<file path="src/design/wac_pkg.sv">
// Shared types and constants of the water autotile classifier.
package wac_pkg;

  localparam int MAX_WIDTH    = 32;
  localparam int MAX_HEIGHT   = 1024;
  localparam int COL_W        = $clog2(MAX_WIDTH);
  localparam int ROW_W        = $clog2(MAX_HEIGHT);
  localparam int TILE_W       = 3;
  localparam int IDX_W        = 4;
  localparam int WIDTH_REG_W  = 6;
  localparam int HEIGHT_REG_W = 11;
  localparam int CFG_DATA_W   = 11;

  typedef logic [TILE_W-1:0] tile_t;
  typedef tile_t [2:0] tile_row_t;
  typedef tile_row_t [2:0] hood_t;

  typedef struct packed {
    tile_t older;
    tile_t newer;
  } line_pair_t;

  typedef struct packed {
    logic      valid;
    tile_row_t col;
  } win_shift_t;

  typedef struct packed {
    logic [COL_W-1:0] col;
    logic [ROW_W-1:0] row;
  } item_t;

  typedef enum logic [1:0] {
    SLOT_MID    = 2'b00,
    SLOT_RIGHT  = 2'b01,
    SLOT_BOTTOM = 2'b10,
    SLOT_CORNER = 2'b11
  } slot_t;

endpackage

</file>
<file path="src/design/wac_line_store.sv">
// Column-addressed line store holding the two previous map rows.
module wac_line_store (
  input  logic                      clk,
  input  logic                      rd_en,
  input  logic [wac_pkg::COL_W-1:0] rd_addr,
  output wac_pkg::line_pair_t       rd_data,
  input  logic                      wr_en,
  input  logic [wac_pkg::COL_W-1:0] wr_addr,
  input  wac_pkg::line_pair_t       wr_data
);
  import wac_pkg::*;

  line_pair_t row_store [MAX_WIDTH];

  always_ff @(posedge clk) begin
    if (wr_en) begin
      row_store[wr_addr] <= wr_data;
    end
    if (rd_en) begin
      rd_data <= row_store[rd_addr];
    end
  end

endmodule

</file>
<file path="src/design/wac_window.sv">
// 3x3 window registers and neighbourhood classification.
module wac_window (
  input  logic                      clk,
  input  wac_pkg::win_shift_t       shift,
  input  wac_pkg::item_t            item,
  input  wac_pkg::slot_t            slot,
  output logic [wac_pkg::IDX_W-1:0] slot_idx,
  output logic [wac_pkg::IDX_W-1:0] right_idx
);
  import wac_pkg::*;

  localparam tile_t TILE_PATH  = 3'd1;
  localparam tile_t TILE_WATER = 3'd2;
  localparam tile_t TILE_ROCK  = 3'd4;

  localparam logic [IDX_W-1:0] IDX_GRASS  = 4'd0;
  localparam logic [IDX_W-1:0] IDX_PATH   = 4'd1;
  localparam logic [IDX_W-1:0] IDX_CENTRE = 4'd2;
  localparam logic [IDX_W-1:0] IDX_N      = 4'd3;
  localparam logic [IDX_W-1:0] IDX_S      = 4'd4;
  localparam logic [IDX_W-1:0] IDX_W_EDGE = 4'd5;
  localparam logic [IDX_W-1:0] IDX_E      = 4'd6;
  localparam logic [IDX_W-1:0] IDX_NW     = 4'd7;
  localparam logic [IDX_W-1:0] IDX_NE     = 4'd8;
  localparam logic [IDX_W-1:0] IDX_SE     = 4'd9;
  localparam logic [IDX_W-1:0] IDX_SW     = 4'd10;
  localparam logic [IDX_W-1:0] IDX_FREE   = 4'd11;
  localparam logic [3:0]       MIN_WET    = 4'd4;

  typedef struct packed {
    logic n;
    logic s;
    logic w;
    logic e;
  } bound_t;

  hood_t window_cells;

  // shift or clamp the window so the chosen cell sits in the middle
  function automatic hood_t pick(input hood_t win, input logic ro, input logic co);
    hood_t rows;
    hood_t hd;
    rows[0] = ro ? win[1] : win[0];
    rows[1] = ro ? win[2] : win[1];
    rows[2] = win[2];
    for (int r = 0; r < 3; r++) begin
      hd[r][0] = co ? rows[r][1] : rows[r][0];
      hd[r][1] = co ? rows[r][2] : rows[r][1];
      hd[r][2] = rows[r][2];
    end
    return hd;
  endfunction

  function automatic logic [IDX_W-1:0] classify(input hood_t hd, input bound_t b);
    logic [2:0][2:0] wet;
    logic [3:0]      cnt;
    logic            n;
    logic            s;
    logic            we;
    logic            e;
    cnt = '0;
    for (int r = 0; r < 3; r++) begin
      for (int c = 0; c < 3; c++) begin
        wet[r][c] = (hd[r][c] == TILE_WATER) && !(r == 0 && b.n) && !(r == 2 && b.s)
                    && !(c == 0 && b.w) && !(c == 2 && b.e);
        if (!(r == 1 && c == 1)) begin
          cnt = cnt + 4'(wet[r][c]);
        end
      end
    end
    n  = wet[0][1];
    s  = wet[2][1];
    we = wet[1][0];
    e  = wet[1][2];
    if (hd[1][1] != TILE_WATER) begin
      if (hd[1][1] == TILE_PATH) return IDX_PATH;
      if (hd[1][1] == TILE_ROCK) return IDX_FREE;
      return IDX_GRASS;
    end
    if (cnt < MIN_WET) return IDX_GRASS;
    if (!n && !we && e && s) return IDX_NW;
    if (!n && !e && we && s) return IDX_NE;
    if (!s && !e && we && n) return IDX_SE;
    if (!s && !we && e && n) return IDX_SW;
    if (!n && (s || e || we)) return IDX_N;
    if (!s && (n || e || we)) return IDX_S;
    if (!we && (n || s || e)) return IDX_W_EDGE;
    if (!e && (n || s || we)) return IDX_E;
    return IDX_CENTRE;
  endfunction

  always_ff @(posedge clk) begin
    if (shift.valid) begin
      for (int r = 0; r < 3; r++) begin
        window_cells[r][0] <= window_cells[r][1];
        window_cells[r][1] <= window_cells[r][2];
        window_cells[r][2] <= shift.col[r];
      end
    end
  end

  logic   ro;
  logic   co;
  bound_t slot_bound;
  bound_t right_bound;

  always_comb begin
    ro = slot[1];
    co = slot[0];
    slot_bound.n = ro ? (item.row == '0) : (item.row == ROW_W'(1));
    slot_bound.s = ro;
    slot_bound.w = co ? (item.col == '0) : (item.col == COL_W'(1));
    slot_bound.e = co;
    right_bound.n = (item.row == ROW_W'(1));
    right_bound.s = 1'b0;
    right_bound.w = (item.col == '0);
    right_bound.e = 1'b1;
    slot_idx  = classify(pick(window_cells, ro, co), slot_bound);
    right_idx = classify(pick(window_cells, 1'b0, 1'b1), right_bound);
  end

endmodule

</file>
<file path="src/design/water_autotile_classifier.sv">
// Top level of the water autotile classifier.
//
// Map cells enter on the s_ channel in raster order, one tile type per
// transfer. Each accepted cell completes up to four classified cells, which
// leave on the m_ channel as one transfer each; m_tlast marks the last result
// caused by an input cell, and a cell that completes nothing gives none.
// A cell is normally reported when the cell one row plus one column after it
// arrives; last-row cells come out as soon as their east neighbour arrives,
// and the final map cell flushes everything still open.
// An item goes through the line store read, the window update with the
// line store write-back, and then its results into the output register one
// after another. s_tready is high only in the idle state, so a new cell is
// taken only once the previous cell has registered its last result.
// The window update happens in ST_READ, and the first result is registered
// in the ST_EMIT state that follows, once the output register is free.
// A stalled receiver holds the output register; the next cell is still taken
// and its results wait until the register frees.
// Reset sets map_width and map_height to 32 and the position to the map's
// first cell. A write on the cfg port also restarts the position.
module water_autotile_classifier (
  input  logic                           clk,
  input  logic                           rst,
  input  logic                           s_tvalid,
  output logic                           s_tready,
  input  logic [7:0]                     s_tdata,   // [2:0] tile_type
  output logic                           m_tvalid,
  input  logic                           m_tready,
  output logic [23:0]                    m_tdata,   // [4:0] cell_column, [14:5] cell_row,
                                                    // [18:15] atlas_index
  output logic                           m_tlast,
  input  logic                           cfg_we,
  input  logic                           cfg_index,
  input  logic [wac_pkg::CFG_DATA_W-1:0] cfg_wdata
);
  import wac_pkg::*;

  localparam logic REG_MAP_WIDTH  = 1'b0;
  localparam logic REG_MAP_HEIGHT = 1'b1;

  typedef enum logic [1:0] {ST_IDLE, ST_READ, ST_EMIT} state_t;

  function automatic logic [COL_W-1:0] width_last(input logic [WIDTH_REG_W-1:0] v);
    if (v == '0) return '0;
    if (v > WIDTH_REG_W'(MAX_WIDTH)) return COL_W'(MAX_WIDTH - 1);
    return COL_W'(v - 1'b1);
  endfunction

  function automatic logic [ROW_W-1:0] height_last(input logic [HEIGHT_REG_W-1:0] v);
    if (v == '0) return '0;
    if (v > HEIGHT_REG_W'(MAX_HEIGHT)) return ROW_W'(MAX_HEIGHT - 1);
    return ROW_W'(v - 1'b1);
  endfunction

  state_t           state;
  logic [COL_W-1:0] w_last;
  logic [ROW_W-1:0] h_last;
  logic [COL_W-1:0] input_column;
  logic [ROW_W-1:0] input_row;
  item_t            item;
  tile_t            item_tile;
  logic             item_final;
  logic             item_lastrow;
  logic [3:0]       emit_mask;
  logic [IDX_W-1:0] pending_idx;
  logic [COL_W-1:0] out_col;
  logic [ROW_W-1:0] out_row;
  logic [IDX_W-1:0] out_idx;

  logic             accept;
  logic             pos_final;
  logic             out_free;
  line_pair_t       rd_data;
  line_pair_t       wr_data;
  win_shift_t       shift;
  slot_t            slot;
  logic [3:0]       slot_bit;
  logic [3:0]       mask_rest;
  logic [IDX_W-1:0] slot_idx;
  logic [IDX_W-1:0] right_idx;
  logic [COL_W-1:0] emit_col;
  logic [ROW_W-1:0] emit_row;
  logic [IDX_W-1:0] emit_idx;

  assign s_tready  = (state == ST_IDLE);
  assign accept    = s_tvalid && s_tready;
  assign pos_final = (input_column == w_last) && (input_row == h_last);
  assign out_free  = !m_tvalid || m_tready;
  assign wr_data   = '{older: rd_data.newer, newer: item_tile};
  assign shift     = '{valid: (state == ST_READ),
                       col: {item_tile, rd_data.newer, rd_data.older}};
  assign m_tdata   = {5'd0, out_idx, out_row, out_col};

  wac_line_store u_line_store (
    .clk     (clk),
    .rd_en   (accept),
    .rd_addr (input_column),
    .rd_data (rd_data),
    .wr_en   (state == ST_READ),
    .wr_addr (item.col),
    .wr_data (wr_data)
  );

  wac_window u_window (
    .clk       (clk),
    .shift     (shift),
    .item      (item),
    .slot      (slot),
    .slot_idx  (slot_idx),
    .right_idx (right_idx)
  );

  always_comb begin
    priority if (emit_mask[0]) slot = SLOT_MID;
    else if (emit_mask[1]) slot = SLOT_RIGHT;
    else if (emit_mask[2]) slot = SLOT_BOTTOM;
    else slot = SLOT_CORNER;
    slot_bit  = 4'b0001 << slot;
    mask_rest = emit_mask & ~slot_bit;
    emit_idx  = slot_idx;
    unique case (slot)
      SLOT_MID: begin
        if (item.col == '0) begin
          emit_col = w_last;
          emit_row = item.row - ROW_W'(2);
          emit_idx = pending_idx;
        end else begin
          emit_col = item.col - COL_W'(1);
          emit_row = item.row - ROW_W'(1);
        end
      end
      SLOT_RIGHT: begin
        emit_col = item.col;
        emit_row = item.row - ROW_W'(1);
      end
      SLOT_BOTTOM: begin
        emit_col = item.col - COL_W'(1);
        emit_row = item.row;
      end
      default: begin
        emit_col = item.col;
        emit_row = item.row;
      end
    endcase
  end

  always_ff @(posedge clk) begin
    if (rst) begin
      state        <= ST_IDLE;
      m_tvalid     <= 1'b0;
      emit_mask    <= '0;
      w_last       <= COL_W'(31);
      h_last       <= ROW_W'(31);
      input_column <= '0;
      input_row    <= '0;
    end else begin
      if (m_tvalid && m_tready) begin
        m_tvalid <= 1'b0;
      end
      if (cfg_we) begin
        unique case (cfg_index)
          REG_MAP_WIDTH:  w_last <= width_last(cfg_wdata[WIDTH_REG_W-1:0]);
          REG_MAP_HEIGHT: h_last <= height_last(cfg_wdata[HEIGHT_REG_W-1:0]);
          default: ;
        endcase
        input_column <= '0;
        input_row    <= '0;
      end else if (accept) begin
        item         <= '{col: input_column, row: input_row};
        item_tile    <= s_tdata[TILE_W-1:0];
        item_final   <= pos_final;
        item_lastrow <= (input_row == h_last);
        if (pos_final) begin
          input_column <= '0;
          input_row    <= '0;
        end else if (input_column == w_last) begin
          input_column <= '0;
          input_row    <= input_row + ROW_W'(1);
        end else begin
          input_column <= input_column + COL_W'(1);
        end
      end
      unique case (state)
        ST_IDLE: begin
          if (accept) begin
            state <= ST_READ;
          end
        end
        ST_READ: begin
          emit_mask[0] <= ((item.col != '0) && (item.row != '0))
                          || ((item.col == '0) && (item.row > ROW_W'(1)));
          emit_mask[1] <= item_final && (item.row != '0);
          emit_mask[2] <= item_lastrow && (item.col != '0);
          emit_mask[3] <= item_final;
          state        <= ST_EMIT;
        end
        ST_EMIT: begin
          if (emit_mask == '0) begin
            if (item.col == w_last) pending_idx <= right_idx;
            state <= ST_IDLE;
          end else if (out_free) begin
            out_col   <= emit_col;
            out_row   <= emit_row;
            out_idx   <= emit_idx;
            m_tlast   <= (mask_rest == '0);
            m_tvalid  <= 1'b1;
            emit_mask <= mask_rest;
            if (mask_rest == '0) begin
              if (item.col == w_last) pending_idx <= right_idx;
              state <= ST_IDLE;
            end
          end
        end
        default: state <= ST_IDLE;
      endcase
    end
  end

  a_accept_blocks: assert property (@(posedge clk) disable iff (rst)
    accept |=> !s_tready)
    else $error("input accepted again before write-back");

  a_pos_in_map: assert property (@(posedge clk) disable iff (rst)
    (input_column <= w_last) && (input_row <= h_last))
    else $error("input position outside the map");

  a_flush_mask: assert property (@(posedge clk) disable iff (rst)
    (state == ST_EMIT) && emit_mask[1] |-> emit_mask[3])
    else $error("row-end flush without final cell");

  a_out_in_map: assert property (@(posedge clk) disable iff (rst)
    m_tvalid |-> (out_col <= w_last) && (out_row <= h_last))
    else $error("result position outside the map");

endmodule
</file>
<file path="config.mk">
export PLATFORM = sky130hd
export DESIGN_NAME = water_autotile_classifier
export DESIGN_NICKNAME = d
export VERILOG_FILES = /design/src/design/wac_pkg.sv /design/src/design/wac_line_store.sv /design/src/design/wac_window.sv /design/src/design/water_autotile_classifier.sv
export SDC_FILE = /design/constraint.sdc
export NUM_CORES = 1
export LEC_CHECK = 0
export ABC_AREA = 1
export BUFFER_PORTS_ARGS = -buffer_cell sky130_fd_sc_hd__buf_2
export CAP_MARGIN = 30
export CORE_MARGIN = 3
export CORE_UTILIZATION = 60
export DETAILED_ROUTE_END_ITERATION = 12
export GPL_ROUTABILITY_DRIVEN = 0
export PLACE_DENSITY = 0.85
export SETUP_SLACK_MARGIN = 0.05
export SLEW_MARGIN = 25
export SYNTH_ARGS = -nofsm -noshare
export SYNTH_HDL_FRONTEND = slang
export SYNTH_SLANG_ARGS = --single-unit
</file>
<file path="constraint.sdc">
create_clock -name clk -period 4.8 [get_ports clk]
set_input_delay 0.48 -clock clk [delete_from_list [all_inputs] [get_ports clk]]
set_output_delay 0.48 -clock clk [all_outputs]
set_load 0.01 [all_outputs]
</file>
# Word-level counts from Yosys, hierarchy flattened
# Memories as Yosys holds them, arrays and structs flattened. A register that Yosys moved wholly into a read port is not among the register bits.
# Cells that the tools add are included.
dict set report totals {
  elab_cells 423
  input_bits 25
  ramBits 192
  memories 1
  reg_bits 108
  output_inout_bits 27
}
dict set report classes {
  n_mux 237
  n_addsub 18
  eq_ne 32
  shift 1
  bitwise 6
  reduce_logical 97
  n_lt_le_gt_ge 5
}
# name depth word_bits rd rd_ports_with_merged_regs wr line_no
set memory_table {}
lappend memory_table {u_line_store.row_store 32 6 1 1 1 wac_line_store.sv:13} ;# line_pair_t row_store [MAX_WIDTH];
# cell count
set op_table {}
lappend op_table {{$mux W4} 77}
lappend op_table {{$mux W1} 128}
lappend op_table {{$mux W10} 7}
lappend op_table {{$logic_and A1 B1 Y1} 47}
lappend op_table {{$add A4 B1 Y4} 9}
lappend op_table {{$eq A3 B2 Y1 const B} 12}
lappend op_table {{$mux W5} 7}
lappend op_table {{$pmux W10 S2} 1}
lappend op_table {{$sub A10 B1 Y10 const B} 2}
lappend op_table {{$mux W3} 6}
lappend op_table {{$mux W9} 2}
lappend op_table {{$logic_not A1 Y1} 14}
lappend op_table {{$logic_or A1 B1 Y1} 13}
lappend op_table {{$mux W2} 6}
lappend op_table {{$gt A11 B11 Y1 const B} 1}
lappend op_table {{$logic_not A11 Y1} 1}
lappend op_table {{$add A10 B1 Y10 const B} 1}
lappend op_table {{$eq A10 B1 Y1 const B} 1}
lappend op_table {{$eq A10 B10 Y1} 1}
lappend op_table {{$eq A5 B5 Y1} 2}
lappend op_table {{$gt A10 B1 Y1 const B} 1}
lappend op_table {{$logic_not A10 Y1} 1}
lappend op_table {{$pmux W5 S2} 1}
lappend op_table {{$reduce_bool A10 Y1} 1}
lappend op_table {{31 further kinds} 54}

# Longest topological paths before layout
# Gate-level depths: netlist of run 1.
dict set report depth {
  ltp_word 74
  mapped_depth 23
  depth_no_buf 22
}

# Cells and area by module
# Synthesis of run 1 repeated with hierarchy kept, for this count alone.
dict set report unflattened {
  hier_cells 1435
  area_unflattened_um2 14127.3
}
# mod seq_area_each_um2 area_each_um2 cells_each n_inst
set modules_own_cells {}
lappend modules_own_cells {wac_line_store 5945.7 8137.8 704 1}
lappend modules_own_cells {water_autotile_classifier 2062.0 4259.1 527 1}
lappend modules_own_cells {wac_window 810.8 1730.4 204 1}

# Least setup slack after synthesis of run 1
# No wires, ideal clock.
dict set report synth_timing {
  path_type {register to register}
  from {register item[10] (netlist name)}
  to {register out_idx[2], data pin}
  slack_ns 1.313
  required_ns 4.670
  path_buffers 0
  path_stages_with_launch 21
  arrival_time_ns 3.357
  period_less_slack_ns 3.487
  setup_ns 0.130
  cell_sequence {edfxtp_1 > inv_1 > ha_1 > inv_1 > nand3_1 > nand3_1 > nor4b_1 > ha_1 > inv_1 > fa_1 > fa_1 > inv_1 > ha_1 > nand2_1 > nand2_1 > nand2_1 > a21oi_2 > nand2_1 > nor2_1 > nand2_1 > nand2_1}
}
dict set report synth_via {
  elab_chain_len 49
  word_cells_on_any_way 124
  classes_between {7 x add/sub; 1 x order compare; 1 x eq/ne; 92 x mux; 23 x reduce/logical}
}
# item line_no
set synth_lines {}
lappend synth_lines {{$eq A5 B1 Y1 / $logic_not A5 Y1 (equally long branches)} {wac_window.sv:112, water_autotile_classifier.sv:122}}
lappend synth_lines {{$mux W1} wac_window.sv:112} ;# slot_bound.w = co ? (item.col == '0) : (item.col == COL_W'(1));
lappend synth_lines {{$logic_not A1 Y1} wac_window.sv:65} ;# && !(c == 0 && b.w) && !(c == 2 && b.e);
lappend synth_lines {{$logic_and A1 B1 Y1} wac_window.sv:65}
lappend synth_lines {{$add A1 B1 Y2} wac_window.sv:67} ;# cnt = cnt + 4'(wet[r][c]);
lappend synth_lines {{$add A4 B1 Y4 (6 in a row)} wac_window.sv:67}
lappend synth_lines {{$lt A4 B3 Y1} wac_window.sv:80} ;# if (cnt < MIN_WET) return IDX_GRASS;
lappend synth_lines {{$mux W4} wac_window.sv:80}
lappend synth_lines {{[... 29 more ...]} -}
lappend synth_lines {{$mux W4} wac_window.sv:84} ;# if (!s && !we && e && n) return IDX_SW;
lappend synth_lines {{$mux W4} wac_window.sv:83} ;# if (!s && !e && we && n) return IDX_SE;
lappend synth_lines {{$mux W4} wac_window.sv:82} ;# if (!n && !e && we && s) return IDX_NE;
lappend synth_lines {{$mux W4} wac_window.sv:81} ;# if (!n && !we && e && s) return IDX_NW;
lappend synth_lines {{$mux W4} wac_window.sv:80}
lappend synth_lines {{$mux W4} water_autotile_classifier.sv:122} ;# if (item.col == '0) begin
lappend synth_lines {{$mux W4 (*)} water_autotile_classifier.sv:120} ;# unique case (slot)
lappend synth_lines {{via emit_idx[2]} water_autotile_classifier.sv:82} ;# logic [IDX_W-1:0] emit_idx;
lappend synth_lines {{end signal, assigned} water_autotile_classifier.sv:203} ;# out_idx <= emit_idx;
lappend synth_lines {{end, declared} water_autotile_classifier.sv:67} ;# logic [IDX_W-1:0] out_idx;
# The timed path passes the listed nets; every way through them passes the cells marked *. The select of a mux whose other input is x is not followed.
# A chain may end at the register's enable or synchronous reset.

# Worst setup path in the final report of run 1
dict set report layout_timing {
  from {register emit_mask[0]}
  to {register out_idx[1], data pin}
}
dict set report layout_via {
  elab_chain_len 51
  word_cells_on_any_way 174
  classes_between {7 x add/sub; 1 x order compare; 10 x eq/ne; 112 x mux; 44 x reduce/logical}
}
# item line_no
set layout_lines {}
lappend layout_lines {{start, declared} water_autotile_classifier.sv:63} ;# logic [3:0] emit_mask;
lappend layout_lines {{start signal, assigned} water_autotile_classifier.sv:189} ;# emit_mask[0] <= ((item.col != '0) && (item.row != '0))
lappend layout_lines {{start signal, assigned} water_autotile_classifier.sv:206} ;# emit_mask <= mask_rest;
lappend layout_lines {{$mux W2 (*)} water_autotile_classifier.sv:113} ;# priority if (emit_mask[0]) slot = SLOT_MID;
lappend layout_lines {{$mux W9} wac_window.sv:43} ;# rows[0] = ro ? win[1] : win[0];
lappend layout_lines {{$mux W3} wac_window.sv:47} ;# hd[r][0] = co ? rows[r][1] : rows[r][0];
lappend layout_lines {{$eq A3 B2 Y1} wac_window.sv:64} ;# wet[r][c] = (hd[r][c] == TILE_WATER) && !(r == 0 && b.n) && !(r == 2 && b.s)
lappend layout_lines {{$logic_and A1 B1 Y1} wac_window.sv:64}
lappend layout_lines {{$logic_and A1 B1 Y1} wac_window.sv:65}
lappend layout_lines {{$add A1 B1 Y2} wac_window.sv:67}
lappend layout_lines {{$add A4 B1 Y4 (6 in a row)} wac_window.sv:67}
lappend layout_lines {{[... 31 more ...]} -}
lappend layout_lines {{$mux W4} wac_window.sv:84}
lappend layout_lines {{$mux W4} wac_window.sv:83}
lappend layout_lines {{$mux W4} wac_window.sv:82}
lappend layout_lines {{$mux W4} wac_window.sv:81}
lappend layout_lines {{$mux W4} wac_window.sv:80}
lappend layout_lines {{$mux W4} water_autotile_classifier.sv:122}
lappend layout_lines {{$mux W4 (*)} water_autotile_classifier.sv:120}
lappend layout_lines {{via emit_idx[1]} water_autotile_classifier.sv:82}
# Marks and branches as above.

==> run summary, run 1 <==
core box area -> 0.0222 mm^2
Crit Reg-Reg Startpoint -> emit_mask[0]
Max Slew Vio Count -> 0
clk buf depth -> 3
nets@finish -> 1,368
area grow syn2layout -> 10.3%
post-layout min period -> 4.05 ns
Routed WL per cell -> 18.8 um
Post-synth ARST share -> 0%
Hold Crit Class -> input port to register
CP Launch Point -> emit_mask[0]
Critical Path RT -> 5.20 ns
DRC -> 0
largest family of logic cells by synthesized area -> simple AND/OR/NAND/NOR gates
Final Setup Violations -> 0
Yosys reg bits -> 306
Synth Instances -> 1,284
Die H -> 157 um
Total Routed Length -> 30,600 um
multi-input logic area -> 0.00421 mm^2
Max Cap Viol -> 0
die area -> 0.0247 mm^2
Seq/Total Area, Yosys -> 64.2%
most frequent CP cell -> nand2_1
slew margin rel. -> 38.6%
Util after Layout -> 68.4%
largest net degree at the start of global routing -> 101
Filler Cells Inserted -> 1,517
PwrDens -> 370 mW/mm^2
WHS Path Cells -> 1
Worst EP arrival -> 4.45 ns
CP cell instances -> inv_8 -> nand2_4 -> nand2_1 -> nand3_1 -> nor4b_1 -> ha_1 -> inv_1 -> fa_1 -> fa_1 -> inv_1 -> ha_1 -> nand2_1 -> nand2_1 -> nand2_1 -> a21oi_2 -> nand3_1 -> a21oi_1
Num CTS Buffers -> 30
gr ovfl total -> 0
Max FO, Critical Path -> 17
Sink Count -> 306
post-synth top area cell -> edfxtp_1
clk_skew -> 0.0271 ns
fin crit share -> 84.4%
adder-cell share of the synthesized area -> 2.17%
Post-Synth Simple-Gate Area -> 15.8%
XOR/XNOR share of the synthesized area -> 2.04%
hold path startpoint -> s_tdata[0]
Post-Route Setup TNS -> 0 ns
Max Clock Freq -> 247 MHz
critical path's largest stage delay -> 0.74 ns
io pins -> 52
CTS Hold Bufs -> 0
port buffer count -> 41
Worst-path clk slew -> 0.06 ns
Crit Path Category -> register to register
Max IR drop VDD -> 0.336 mV
RSZ-0062 raised after global routing -> no
r2r worst-path depth -> 17
mux contribution to synthesized area -> 0.0820%
Iteration-0 DRC Markers -> 1,313
CP startpoint kind -> register
vias per cell -> 6.05
Mapped Area -> 0.0137 mm^2
Leak -> 5.50 nW
# rows -> 54
DRT Pass-1 Iters -> 6
final hold vios -> 0
Crit. End Element -> register
DRT antenna net count -> 0
syn_area_per_cell -> 10.7 um^2
post-CTS sizing -> 0
Main synth FF type -> edfxtp_1
final setup margin -> 0.747 ns
number of global-route vias before repair -> 9,360
Cell Area, Placed -> 0.0141 mm^2
Compound-Gate Fraction of Synth Area -> 10.4%
CTS Root Buffer Type -> clkbuf_16
Die W -> 157 um
commonest non-fill, non-tap cell in the layout -> edfxtp_1
number of synthesized flops with an enable pin -> 269
actual slew at the worst max-slew pin -> 0.921 ns
Non-Filler Instances -> 1,625
antenna cells -> 0
setup bufs post-CTS -> 0
gr usage total -> 24.3%
first-pass GRT wire length -> 47,700 um
starting density of the core -> 62.0%
H-tree Lvls -> 1
Worst-Skew Late Latency -> 0.57 ns
Warnings, synthesis -> 0
area share of the largest cell type after synthesis -> 58.8%
Reg area -> 0.00882 mm^2
Synth cell types -> 49
pre-CTS WS -> 0.786 ns
CP max stage cell -> dfxtp_1
top post-synthesis cells by area -> edfxtp_1 59%, nor2_1 5.6%, dfxtp_1 5.4%, nand2_1 4.6%, o21ai_0 4.5%
vias -> 9,829
antenna violations before repair -> 0
DP Wirelength -> 19,600 um
dpl cells -> 1,566
status -> finished clean
fraction of layout cells with a size suffix above 1 -> 10.3%
Final Instance Area -> 0.0152 mm^2
most frequent cells in the layout -> 269 x edfxtp_1, 205 x nor2_1, 170 x nand2_1
CTS tree -> built
layout make-up:
cell class / count / area share, %
clock buffers: 44 / 5.57
clock inverters: 12 / 0.726
inverters: 123 / 3.11
multi-input cells: 806 / 27.8
flip-flops and latches: 306 / 58.2
well taps: 280 / 2.31
repair buffers: 54 / 2.33
synthesized netlist by cell type (all sizes together) (8+ instances only):
library cell and count:
dfxtp 37, nand4 16, edfxtp 269, nor3 10, nand3 71, a21oi 37
nor2 214, nand2 179, inv 121, buf 20, o21ai 135, clkbuf 33
xnor2 8, xor2 24, o221ai 22, o22ai 34, ha 19
power breakdown:
| part | total [W] | switching, W | internal [W] |
|---|---|---|---|
| Sequential | 0.00297 | 0.0000387 | 0.00293 |
| Combinational | 0.000391 | 0.000269 | 0.000122 |
| Clock | 0.00225 | 0.000970 | 0.00128 |
worst max-delay path: cells and delay by family, from the launching register on:
| family | cells | cell delay (ns) |
|---|---|---|
| buffers and inverters | 3 | 0.21 |
| and+or+nand+nor | 8 | 1.11 |
| adders and majority gates | 4 | 1.50 |
| DFF | 1 | 0.74 |
| AOI/OAI and AO/OA | 2 | 0.34 |
metal layers:
metal	part of all wire (%)	wire length [um]	GRT usage (%)	vias up
met2	50	15300	42.6	516
met5	0	0	0	-
li1	-	-	-	4564
met3	8.2	2500	3.41	85
met4	3.1	954	8.06	0
met1	39	11800	31.4	4664
worst paths after layout:
path	endpoint	slack, ns
worst max-delay path	out_idx[1]	0.75
worst min-delay path	item_tile[0]	0.09
worst max register to register	out_idx[1]	0.75
worst min register to register	u_window.window_cells[7]	0.43
logic make-up (layout without fill, tap and decap cells):
logic type | after synthesis | in the layout
compound gates | 246 | 246
xor+xnor | 32 | 32
fa+ha+maj | 22 | 22
buf+inv | 176 | 233
flops | 306 | 306
mux | 1 | 1
other cells | 1 | 5
simple gates | 500 | 500
stage by stage:
stage / hold WS, ns / total power (W)
4_1_cts: 0.0721 / 0.00561
3_5_place_dp: 0.405 / 0.00340
2_1_floorplan: 0.400 / 0.00329
3_3_place_gp: 0.402 / 0.00338
6_report: 0.0893 / 0.00561
5_1_grt: 0.0766 / 0.00577
sequential cells by signal (all words and copies together) (netlist names):
| register | count |
|---|---|
| u_line_store.row_store | 192 |
| u_window.window_cells | 27 |
| item | 15 |
| h_last | 10 |
| input_row | 10 |
| out_row | 10 |
| u_line_store.rd_data | 6 |
| input_column | 5 |
| out_col | 5 |
| w_last | 5 |
| emit_mask | 4 |
| out_idx | 4 |
| pending_idx | 4 |
| item_tile | 3 |
| state | 2 |
| item_final | 1 |
| item_lastrow | 1 |
| m_tlast | 1 |
| m_tvalid | 1 |
Note: power is estimated with default switching activity, not from simulation.
==> run 2: changes to the inputs <==
- CORE_UTILIZATION: 60 -> 56
- PLACE_DENSITY: 0.85 -> 0.83
- clock period: 4.8 -> 3.57 ns (I/O delays scaled with it)
==> run summary, run 2 (synthesis gave the netlist of run 1 again) <==
fin crit share -> 101% (+17 points)
Net Sw Power -> 0.00174 W (+36%)
H-tree Lvls -> 1 (unchanged)
starting density of the core -> 57.7% (-4.3 points)
Die W -> 163 um (+3.4%)
Worst-path clk slew -> 0.06 ns (about the same)
actual slew at the worst max-slew pin -> 0.952 ns (+0.0306 ns)
multi-input logic area -> 0.00432 mm^2 (+2.6%)
WHS Path Cells -> 4 (+3)
Worst EP arrival -> 4.03 ns (-0.42 ns)
Max IR drop VDD -> 0.381 mV (+13%)
Final Setup Violations -> 4 (+4)
Non-Filler Instances -> 1,716 (+5.6%)
Leak -> 5.79 nW (+5.2%)
Total Routed Length -> 31,600 um (+3.5%)
Max Cap Viol -> 0 (unchanged)
Max Slew Vio Count -> 0 (unchanged)
final hold vios -> 0 (unchanged)
failing checks -> setup timing
# rows -> 56 (+3.7%)
DRC -> 0 (unchanged)
Crit Path Category -> register to register
CP startpoint kind -> register
fraction of layout cells with a size suffix above 1 -> 15.5% (+5.2 points)
die area -> 0.0264 mm^2 (+6.9%)
max reg flops -> 192 (unchanged)
Crit. End Element -> register
CTS Root Buffer Type -> clkbuf_16
Max FO, Critical Path -> 4 (-13)
gr usage total -> 23.3% (-1.0 points)
Hold Crit Class -> input port to register
Critical Path RT -> 3.99 ns (-1.21 ns)
vias per cell -> 5.86 (-3.1%)
status -> finished, violations left
antenna violations before repair -> 0 (unchanged)
clk_skew -> 0.0467 ns (+0.0196 ns)
io pins -> 52 (unchanged)
PwrDens -> 480 mW/mm^2 (+30%)
port buffer count -> 41 (unchanged)
Hold Slack -> 0.144 ns (+0.0551 ns)
Iteration-0 DRC Markers -> 1,267 (-3.5%)
vias -> 10,053 (+2.3%)
switching share of total power -> 23.1% (+0.28 points)
post-layout min period -> 3.62 ns (-0.437 ns)
first-pass GRT wire length -> 49,500 um (+3.8%)
Internal -> 0.00582 W (+34%)
Most flops, register -> u_line_store.row_store
Worst-Skew Late Latency -> 0.58 ns (about the same)
commonest non-fill, non-tap cell in the layout -> edfxtp_1
Util after Layout -> 66.1% (-2.3 points)
top flop regs -> u_line_store.row_store: 192 flops, u_window.window_cells: 27 flops, item: 15 flops
area grow syn2layout -> 14.6%
RSZ-0062 raised after global routing -> yes
DP Wirelength -> 20,200 um (+3.0%)
Max Clock Freq -> 277 MHz (+12%)
final setup margin -> -0.0463 ns (-0.793 ns)
CTS tree -> built
DRT antenna net count -> 0 (unchanged)
Num CTS Buffers -> 30 (unchanged)
slew margin rel. -> 36.5% (-2.1 points)
Clk pwr share -> 39.0% (-1.1 points)
most frequent cells in the layout -> 269 x edfxtp_1, 203 x nor2_1, 167 x nand2_1
clk buf depth -> 3 (unchanged)
nets@finish -> 1,426 (+4.2%)
largest net degree at the start of global routing -> 98 (-3.0%)
Die H -> 163 um (+3.4%)
antenna cells -> 0 (unchanged)
Sink Count -> 306 (unchanged)
r2r worst-path depth -> 21 (+4)
register share of total power -> 52.7% (-0.2 points)
dpl cells -> 1,648 (+5.2%)
Filler Cells Inserted -> 1,652 (+8.9%)
Reg area -> 0.00882 mm^2 (about the same)
gr ovfl total -> 0 (unchanged)
Routed WL per cell -> 18.4 um (-2.0%)
Comb power frac -> 8.3% (+1.3 points)
core box area -> 0.0238 mm^2 (+7.5%)
number of global-route vias before repair -> 9,751 (+4.2%)
DRT Pass-1 Iters -> 6 (unchanged)
==> run 2: cell types whose count changed in the layout (fill, tap and decap cells not counted), sizes merged <==
cell / previous run / this run
bufinv: 1 / 0
inv: 123 / 124
buf: 54 / 109
clkbuf: 44 / 40
dlygate4sd3: 0 / 3
clkinv: 11 / 9
==> run 2: power groups by stage <==
stage / combinational, W / clock, W / sequential, W
floorplan: 0.000377 / 0 / 0.00405
global placement: 0.000516 / 0 / 0.00407
detailed placement: 0.000547 / 0 / 0.00406
CTS: 0.000564 / 0.00297 / 0.00399
global route: 0.000688 / 0.00311 / 0.00399
finish: 0.000627 / 0.00295 / 0.00398
==> run 2: final cells by class <==
cell class                 instances  share of cell area [%]
sequential                       306                    56.0
multi-input combinational        806                    27.4
clock buffer                      40                    5.38
timing repair buffer             112                    5.16
inverter                         123                    3.00
tap                              319                    2.53
clock inverter                    10                   0.477
==> run 2: metrics by stage <==
| stage | setup TNS [ns] | power (W) | area, um^2 | setup slack [ns] |
|---|---|---|---|---|
| 3_3_place_gp | -0.0364 | 0.00458 | 14500 | -0.0364 |
| 3_5_place_dp | -0.571 | 0.00461 | 14500 | -0.157 |
| 2_1_floorplan | 0 | 0.00443 | 13800 | 0.0832 |
| 4_1_cts | 0 | 0.00753 | 15600 | 0.0509 |
| 6_report | -0.132 | 0.00756 | 15700 | -0.0463 |
| 5_1_grt | -0.811 | 0.00779 | 15700 | -0.237 |
==> run 2: metal layers <==
layer / global-route usage (%) / routed length, um / vias up / share of wire (%)
met5: 0 / 0 / - / 0
met4: 9.38 / 1240 / 0 / 3.9
met3: 3.10 / 2470 / 123 / 7.8
met2: 40.3 / 15700 / 541 / 50
met1: 29.9 / 12200 / 4720 / 39
li1: - / - / 4669 / -
==> run 2: worst paths after layout <==
path                                          startpoint                  endpoint  slack, ns
worst min register to register  u_window.window_cells[5]  u_window.window_cells[2]       0.46
worst max-delay path                             item[0]                out_idx[2]      -0.05
worst min-delay path                            m_tready                  m_tvalid       0.14
worst max register to register                   item[0]                out_idx[2]      -0.05
==> run 2: worst max-delay path, cell delays in order, from the launching register on <==
cell and delay (ns):
edfxtp_1 0.46, inv_2 0.12, ha_4 0.14, inv_2 0.04, nor2_4 0.12, nand3_2 0.12
nand2_4 0.12, nor4b_4 0.06, ha_1 0.31, inv_2 0.05, fa_1 0.48, fa_1 0.51
inv_2 0.06, ha_4 0.26, nand2_2 0.05, nand2_1 0.07, nand2_1 0.07, a21oi_2 0.21
nand2_1 0.07, nor2_1 0.08, nand2_1 0.05, nand2_1 0.06
==> run 2: repair_timing <==
| action | 4_1_cts | 5_1_grt |
|---|---|---|
| setup buffers | 6 | 7 |
| pin swaps | 8 | 15 |
| endpoints found under the hold margin | 3 | 0 |
| resized for setup | 15 | 18 |
| hold buffers | 3 | 0 |
| endpoints found under the setup margin | 4 | 4 |
